===== src/design/bae_pkg.sv =====
// Shared types and constants for the binary arithmetic encoder.
// No dependencies; used by bae_ctrl, bae_datapath and binary_arithmetic_encoder.
package bae_pkg;

    localparam int unsigned CODE_W    = 32;
    localparam int unsigned PROB_W    = 12;
    localparam int unsigned PROD_W    = CODE_W + PROB_W;
    localparam int unsigned BYTE_W    = 8;
    localparam int unsigned MAX_BYTES = 4;
    localparam int unsigned CNT_W     = $clog2(MAX_BYTES + 1);

    localparam logic [CODE_W-1:0] ALL_ONES  = {CODE_W{1'b1}};
    localparam logic [BYTE_W-1:0] BYTE_FILL = {BYTE_W{1'b1}};
    localparam logic [CNT_W-1:0]  CNT_MAX   = CNT_W'(MAX_BYTES);
    localparam logic [CNT_W-1:0]  CNT_FINAL = CNT_W'(MAX_BYTES - 1);

    localparam logic CMD_ENCODE = 1'b0;
    localparam logic CMD_FLUSH  = 1'b1;

    typedef enum logic [1:0] {
        ST_IDLE,
        ST_MUL,
        ST_UPD,
        ST_EMIT
    } state_t;

    // Controller to datapath commands
    typedef struct packed {
        logic load;      // capture an input transaction
        logic multiply;  // register span * prob
        logic update;    // move one bound to the split point
        logic shift;     // drop the top byte just delivered
    } dp_cmd_t;

    // Datapath to controller status
    typedef struct packed {
        logic is_flush;
        logic emit_avail;  // a settled byte is waiting
        logic last;        // that byte ends the transaction's output
    } dp_status_t;

endpackage


===== src/design/binary_arithmetic_encoder.sv =====
// Top level of the 32-bit carryless binary arithmetic encoder.
// Depends on bae_pkg, bae_ctrl and bae_datapath.
//
// Input channel (s_valid/s_ready): one transaction is an encode (s_command = 0,
// with s_bit_value and s_prob) or a flush (s_command = 1). Output channel
// (m_valid/m_ready) carries code bytes in m_out_byte; m_last marks the final
// byte caused by one input transaction. An encode gives zero to four bytes,
// a flush always four (low bound, most significant first).
//
// Sequence: an encode is captured, then the span * prob product is
// registered, then one bound is updated, then the settled bytes go out at
// one byte per cycle while the receiver keeps m_ready high. An encode that
// settles no byte still passes through the byte loop to find none before it
// returns to idle. A flush skips the multiply and update and goes straight
// to the byte loop. With a single product register, one transaction is in
// flight at a time.
//
// Reset (aresetn low, synchronous) returns the bounds to 0 and all ones and
// the controller to idle; s_ready stays low while reset is applied. When the
// receiver stalls, hold the current byte and m_last on the output and take no
// new input until the bytes drain.
module binary_arithmetic_encoder (
    input  logic                       aclk,
    input  logic                       aresetn,
    input  logic                       s_valid,
    output logic                       s_ready,
    input  logic                       s_command,
    input  logic                       s_bit_value,
    input  logic [bae_pkg::PROB_W-1:0] s_prob,
    output logic                       m_valid,
    input  logic                       m_ready,
    output logic [bae_pkg::BYTE_W-1:0] m_out_byte,
    output logic                       m_last
);
    import bae_pkg::*;

    dp_cmd_t    cmd;
    dp_status_t status;

    // Sequence: capture, multiply, update, then deliver settled bytes
    bae_ctrl u_ctrl (
        .aclk    (aclk),
        .aresetn (aresetn),
        .s_valid (s_valid),
        .s_ready (s_ready),
        .m_valid (m_valid),
        .m_ready (m_ready),
        .status  (status),
        .cmd     (cmd)
    );

    // Bounds, product register and byte shifter
    bae_datapath u_datapath (
        .aclk         (aclk),
        .aresetn      (aresetn),
        .cmd          (cmd),
        .in_command   (s_command),
        .in_bit_value (s_bit_value),
        .in_prob      (s_prob),
        .status       (status),
        .out_byte     (m_out_byte)
    );

    assign m_last = status.last;

endmodule


===== src/design/bae_datapath.sv =====
// Datapath of the binary arithmetic encoder: bounds, split multiply, byte shifter.
// Depends on bae_pkg; driven by bae_ctrl through dp_cmd_t.
module bae_datapath (
    input  logic                       aclk,
    input  logic                       aresetn,
    input  bae_pkg::dp_cmd_t           cmd,
    input  logic                       in_command,
    input  logic                       in_bit_value,
    input  logic [bae_pkg::PROB_W-1:0] in_prob,
    output bae_pkg::dp_status_t        status,
    output logic [bae_pkg::BYTE_W-1:0] out_byte
);
    import bae_pkg::*;

    logic [CODE_W-1:0] low_reg,  low_next;
    logic [CODE_W-1:0] high_reg, high_next;
    logic [PROD_W-1:0] prod_reg;
    logic [PROB_W-1:0] prob_reg;
    logic              cmd_reg;
    logic              bit_reg;
    logic [CNT_W-1:0]  cnt_reg,  cnt_next;
    logic [CODE_W-1:0] span;
    logic [CODE_W-1:0] mid;
    logic              top_equal;
    logic              next_top_equal;

    assign span           = high_reg - low_reg;
    assign mid            = low_reg + prod_reg[PROD_W-1:PROB_W];
    assign top_equal      = low_reg[CODE_W-1 -: BYTE_W] == high_reg[CODE_W-1 -: BYTE_W];
    assign next_top_equal = low_reg[CODE_W-BYTE_W-1 -: BYTE_W]
                            == high_reg[CODE_W-BYTE_W-1 -: BYTE_W];

    always_comb begin
        low_next  = low_reg;
        high_next = high_reg;
        cnt_next  = cnt_reg;
        if (cmd.load) begin
            cnt_next = '0;
        end
        if (cmd.update) begin
            if (bit_reg) begin
                low_next = mid + CODE_W'(1);
            end else begin
                high_next = mid;
            end
        end
        if (cmd.shift) begin
            // a flush shifts four times, leaving low zero and high all ones
            low_next  = {low_reg[CODE_W-BYTE_W-1:0], {BYTE_W{1'b0}}};
            high_next = {high_reg[CODE_W-BYTE_W-1:0], BYTE_FILL};
            cnt_next  = cnt_reg + CNT_W'(1);
        end
    end

    always_ff @(posedge aclk) begin
        if (!aresetn) begin
            low_reg  <= '0;
            high_reg <= ALL_ONES;
            cnt_reg  <= '0;
        end else begin
            low_reg  <= low_next;
            high_reg <= high_next;
            cnt_reg  <= cnt_next;
        end
    end

    always_ff @(posedge aclk) begin
        if (cmd.load) begin
            cmd_reg  <= in_command;
            bit_reg  <= in_bit_value;
            prob_reg <= in_prob;
        end
        if (cmd.multiply) begin
            prod_reg <= PROD_W'(span) * PROD_W'(prob_reg);
        end
    end

    always_comb begin
        status.is_flush = cmd_reg == CMD_FLUSH;
        if (status.is_flush) begin
            status.emit_avail = cnt_reg < CNT_MAX;
            status.last       = cnt_reg == CNT_FINAL;
        end else begin
            status.emit_avail = top_equal && (cnt_reg < CNT_MAX);
            status.last       = (cnt_reg == CNT_FINAL) || !next_top_equal;
        end
    end

    assign out_byte = low_reg[CODE_W-1 -: BYTE_W];

endmodule


===== src/design/bae_ctrl.sv =====
// Controller state machine of the binary arithmetic encoder.
// Depends on bae_pkg; sequences bae_datapath through dp_cmd_t.
module bae_ctrl (
    input  logic                aclk,
    input  logic                aresetn,
    input  logic                s_valid,
    output logic                s_ready,
    output logic                m_valid,
    input  logic                m_ready,
    input  bae_pkg::dp_status_t status,
    output bae_pkg::dp_cmd_t    cmd
);
    import bae_pkg::*;

    state_t state_reg, state_next;

    always_ff @(posedge aclk) begin
        if (!aresetn) begin
            state_reg <= ST_IDLE;
        end else begin
            state_reg <= state_next;
        end
    end

    always_comb begin
        state_next = state_reg;
        cmd        = '0;
        s_ready    = 1'b0;
        m_valid    = 1'b0;
        case (state_reg)
            ST_IDLE: begin
                // hold off input while reset is applied
                s_ready  = aresetn;
                cmd.load = s_valid && aresetn;
                if (s_valid) begin
                    state_next = ST_MUL;
                end
            end
            ST_MUL: begin
                // flush skips the split and goes straight to the byte loop
                if (status.is_flush) begin
                    state_next = ST_EMIT;
                end else begin
                    cmd.multiply = 1'b1;
                    state_next   = ST_UPD;
                end
            end
            ST_UPD: begin
                cmd.update = 1'b1;
                state_next = ST_EMIT;
            end
            ST_EMIT: begin
                m_valid = status.emit_avail;
                if (!status.emit_avail) begin
                    state_next = ST_IDLE;
                end else if (m_ready) begin
                    cmd.shift = 1'b1;
                    if (status.last) begin
                        state_next = ST_IDLE;
                    end
                end
            end
            default: begin
                state_next = ST_IDLE;
            end
        endcase
    end

endmodule


===== config.mk =====
export PLATFORM = sky130hd
export DESIGN_NAME = binary_arithmetic_encoder
export DESIGN_NICKNAME = d
export VERILOG_FILES = /design/src/design/bae_pkg.sv /design/src/design/binary_arithmetic_encoder.sv /design/src/design/bae_datapath.sv /design/src/design/bae_ctrl.sv
export SDC_FILE = /design/constraint.sdc
export NUM_CORES = 1
export LEC_CHECK = 0
export BUFFER_PORTS_ARGS = -buffer_cell sky130_fd_sc_hd__buf_4
export CORE_MARGIN = 8
export CORE_UTILIZATION = 40
export CTS_CLUSTER_SIZE = 8
export DETAILED_ROUTE_END_ITERATION = 10
export PLACE_DENSITY_LB_ADDON = 0.3
export SETUP_SLACK_MARGIN = 0.5
export SYNTH_ARGS = -nofsm -noshare
export SYNTH_HDL_FRONTEND = slang
export SYNTH_SLANG_ARGS = --single-unit

===== constraint.sdc =====
create_clock -name aclk -period 9.8 [get_ports aclk]
set_clock_uncertainty 0.2 [all_clocks]
set_input_delay 1.96 -clock aclk [delete_from_list [all_inputs] [get_ports aclk]]
set_output_delay 1.96 -clock aclk [all_outputs]
set_load 0.005 [all_outputs]

# Yosys cells after proc, flatten, opt, wreduce, memory -nomap -nowiden
# Cells that the tools add are included.
[classes] n_eq_ne=10 n_lt_le_gt_ge=1 bitwise=2 n_addsub=4 mux=24 n_reduce_logical=14 mul=1
[op_table] operator="two-way mux 32 bit" count=6
[op_table] operator="multiplier 32 x 12 -> 44 bit" count=1
[op_table] operator="adder 32 x 1 -> 32 bit, second input constant" count=1
[op_table] operator="adder 32 bit" count=1
[op_table] operator="subtractor 32 bit" count=1
[op_table] operator="== test 8 bit" count=2
[op_table] operator="two-way mux 1 bit" count=10
[op_table] operator="two-way mux 2 bit" count=5
[op_table] operator="case mux 2 bit (4 select lines)" count=1
[op_table] operator="AND reduction 2 bit" count=4
[op_table] operator="two-way mux 3 bit" count=2
[op_table] operator="!= test 3 bit, second input constant" count=2
[op_table] operator="nonzero test 2 bit" count=3
[op_table] operator="== test 2 bit, second input constant" count=2
[op_table] operator="!= test 2 bit, second input constant" count=2
[op_table] operator="adder 3 x 1 -> 3 bit, second input constant" count=1
[op_table] operator="== test 3 x 2 -> 1 bit, second input constant" count=1
[op_table] operator="less-than comparator 3 bit, second input constant" count=1
[op_table] operator="AND reduction 3 bit" count=1
[op_table] operator="== test 2 x 1 -> 1 bit, second input constant" count=1
[op_table] operator="logical AND 1 bit" count=2
[op_table] operator="logical NOT 2 bit" count=1
[op_table] operator="NOT 1 bit" count=2
[op_table] operator="OR reduction 2 bit" count=1
[op_table] operator="other kinds (2)" count=2
[totals] input_bits=18 reg_bits=127 out_inout_bits=11 elab_cells=66

# Longest topological paths before layout
[depth] depth_word=8 ltp_mapped=33 depth_no_buf=32

# Modules after synthesis
# Synthesis repeated with hierarchy kept, for this count alone.
[hier_totals] hier_cells=2587 hier_area_um2=21430.6
[modules_own_cells] mod="bae_datapath" instances=1 seq_area_each_um2=2722.6 area_per_inst_um2=21197.8 cells_per_inst=2560
[modules_own_cells] mod="bae_ctrl" instances=1 seq_area_each_um2=40.0 area_per_inst_um2=232.7 cells_per_inst=27

# Worst setup path before layout
# No wires, ideal clock.
[synth_path] kind="reg-to-reg" startpoint="register u_datapath.high_reg[0]" endpoint="register u_datapath.prod_reg[38], data pin" required_ps=9340 arrival_ps=7697 n_path_buf=1 period_less_slack_ps=8156 path_slack_ps=1644 setup_ps=260 path_stages_with_launch=33 path_cell_list="dfxtp_1 -> inv_1 -> ha_1 -> fa_1 -> nor2b_1 -> o21ai_0 -> a21boi_0 -> o32ai_1 -> o31ai_1 -> a31oi_1 -> o21ai_0 -> a21oi_1 -> xnor2_1 -> clkbuf_1 -> nand2_1 -> fa_1 -> fa_1 -> inv_1 -> fa_1 -> fa_1 -> inv_1 -> fa_1 -> inv_1 -> ha_1 -> a21o_1 -> a21o_1 -> a21o_1 -> a21o_1 -> a221o_1 -> a31oi_1 -> o21ai_0 -> a21boi_0 -> xnor2_1"
[synth_via] elab_chain_len=2
[synth_lines] element="start, declared" line="bae_datapath.sv:16" source="logic [CODE_W-1:0] high_reg, high_next;"
[synth_lines] element="start signal, assigned" line="bae_datapath.sv:62" source="high_reg <= high_next;"
[synth_lines] element="subtractor 32 bit" line="bae_datapath.sv:27" source="assign span = high_reg - low_reg;"
[synth_lines] element="multiplier 32 x 12 -> 44 bit" line="bae_datapath.sv:74" source="prod_reg <= PROD_W'(span) * PROD_W'(prob_reg);"
[synth_lines] element="end signal, assigned" line="bae_datapath.sv:74"
[synth_lines] element="end, declared" line="bae_datapath.sv:17" source="logic [PROD_W-1:0] prod_reg;"
# No other way between the ends.
# A chain may end at the register's enable or synchronous reset.

# Final worst setup path
[layout_path] startpoint="register u_datapath.high_reg[0]" endpoint="register u_datapath.prod_reg[43], data pin"
# The elaborated chain is that of the path after synthesis.

==> impl_results.md <==
- Status: completed
- Post-Synthesis Mean Instance Area: 8.40 µm²
- H-tree depth: 4
- Ratio of final minimum period to clock period: 89.2%
- Vias in the first global route: 16851
- Synth top area cells: fa_1 31%, ha_1 9.3%, nand2_1 7.4%
- Final setup viols: 0
- Antenna violations before repair: 0
- Worst EP arrival: approximately 8.7 ns
- Hold Path Stages: 2
- Slew @ Worst Pin: between 1 and 1.5 ns
- CTS tree: done
- Final min period: 8.74 ns
- Final wirelength: ~55000 µm
- Global Route Usage Sum: a little under 20%
- Worst reg2reg path depth: 32
- Netlist Area Pre-Place: 19700 µm²
- Post-synth top area cell: fa_1
- DR vias/cell: 5.42
- DR pass1 iterations: 7
- Mapped Nets: ~2800
- Area share of the largest cell type after synthesis: 30.5%
- Synth Instances: 2347
- Max Cap Viol: 0
- Area growth from synthesis to layout: 7.38%
- Iteration-0 DRC Markers: between 800 and 900
- TNS Setup: 0 ns
- Slew HR: around 30%
- GP Congestion: roughly 0.9
- Post-synth EDFFs: 46
- Final ANT Viol Nets: 0
- YS warnings: 0
- Fill count: 4832
- Remaining DRCs: 0
- CTS sink cnt: roughly 120
- Commonest non-fill, non-tap cell in the layout: nand2_1
- Cell mode on critical path: fa_1
- Post-synth cell types: 78
- Min-Delay Path Class: reg2reg
- WP data required: around 9.8 ns
- Endpoints failing hold: 0
- Num rows: about 80
- Reg area: 2760 µm²
- RSZ-0062 raised after global routing: no
- Clock buffer depth: 2
- Fraction of layout instances using a drive strength above 1: 5.38%
- Ports: 29
- Final Net Count: between 2000 and 3000
- Critical path's slowest cell: fa_1
- CTS Root Cell: clkbuf_16
- Multi-input logic area: around 15000 µm²
- Most frequent cells in the layout: 389 x nand2_1, 364 x inv_1, 301 x fa_1
- I/O Buffers: 28
- First-pass GRT wire length: around 89000 µm
- Clk slew on worst S/H paths: 0.06 ns
- Worst-skew pair later-pin latency: between 0.4 and 0.5 ns
- Register area share after synthesis: 14.0%
- Crit-path max cell delay: approximately 0.56 ns
- Chip width: between 200 and 250 µm
- Synthesized flop and latch total: around 120
- Final Cell Area: roughly 21000 µm²
- WS Path Type: reg2reg
- Final Util: approximately 43%
- N_diodes: 0
- Dpl cell area: roughly 21000 µm²
- Startpoint types: flop
- CTS buffer count: 17
- Cts hold-fix bufs: 0
- Largest net degree at the start of global routing: 63
- Starting Density: 40.4%
- Most common flop cell mapped by yosys: dfxtp_1
- Dpl hpwl: between 40000 and 50000 µm
- Core area: slightly below 50000 µm²
- Grt ovf: 0
- Routed WL per cell: ~18 µm
- Die area: between 50000 and 60000 µm²
- Via count: roughly 16000
- Synth async-reset ratio: 0%
- Setup Fix Bufs, Post-CTS: 0
- Worst Setup End Kind: flop
- Slew Viols, Final: 0
- Worst hold slack: roughly 0.28 ns
- Top fanout value on the critical path: 12
- Max Fclk: about 110 MHz
- Die Height: roughly 240 µm
-- per-layer routing --
metal / global-route usage, % / vias up / share of wire, %
met5: 0 / - / 0
met4: 6.51 / 0 / 2.7
met3: 2.85 / 101 / 6.3
met2: 31.7 / 595 / 46
met1: 26.7 / 8006 / 45
li1: - / 7489 / -
-- logic make-up (layout without fill, tap and decap cells) --
| kind of cell | Yosys count | count (layout) | share of synthesized area [%] |
|---|---|---|---|
| buffers and inverters | 493 | 470 | 9.63 |
| AOI/OAI and AO/OA | 381 | 381 | 12.6 |
| and+or+nand+nor | 805 | 805 | 19.2 |
| muxes | 4 | 4 | 0.203 |
| DFF | 115 | 115 | 14.0 |
| adders and majority gates | 448 | 448 | 39.9 |
| xor gates and xnor gates | 101 | 101 | 4.48 |
-- metrics by stage --
stage	std cells	setup slack, ns
after detailed placement	2956	0.723
final	2988	1.06
after global routing	2988	0.544
after CTS	2988	0.716
after global placement	2956	1.00
after floorplan	2347	1.64
-- critical path, delay by kind of cell (launching register included) --
kind,cells,cell delay (ns)
AO/OA/AOI/OAI,15,3.51
AND/OR/NAND/NOR,2,0.23
flip-flops,1,0.32
buffers and inverters,5,0.44
adder cells (fa/ha/maj),8,3.47
XOR/XNOR,2,0.28
-- cell usage after synthesis, drive strengths merged (21+ instances only) --
| cell | count |
|---|---|
| nand2 | 389 |
| inv | 364 |
| fa | 301 |
| ha | 147 |
| clkbuf | 111 |
| a21oi | 108 |
| and2 | 107 |
| nor2 | 91 |
| o21ai | 76 |
| dfxtp | 69 |
| xnor2 | 65 |
| nand3 | 60 |
| edfxtp | 46 |
| o211ai | 36 |
| xor2 | 36 |
| a21o | 33 |
| nor3 | 33 |
| nor2b | 29 |
| a211oi | 21 |
-- repair_timing --
action                                  CTS  global route
resized for setup                         0             3
endpoints found under the setup margin    0            10
hold endpoints to repair                  0             0
-- path summary, 6_finish.rpt --
| path | from | endpoint | slack [ns] |
|---|---|---|---|
| worst max-delay path | u_datapath.high_reg[0] | u_datapath.prod_reg[43] | 1.06 |
| worst min-delay path | u_datapath.cnt_reg[1] | u_datapath.cnt_reg[1] | 0.28 |
| worst max register to register | u_datapath.high_reg[0] | u_datapath.prod_reg[43] | 1.06 |
| worst min register to register | u_datapath.cnt_reg[1] | u_datapath.cnt_reg[1] | 0.28 |
-- layout make-up --
cell class,instances,share of cell area (%)
inverter,364,6.45
timing repair buffer,74,2.62
multi-input combinational,1739,71.2
sequential,115,13.0
tap,664,3.92
clock inverter,10,0.449
clock buffer,22,2.29
Power is not shown: default switching activity piles up to over one toggle a cycle in this logic, so the estimate is an artifact.
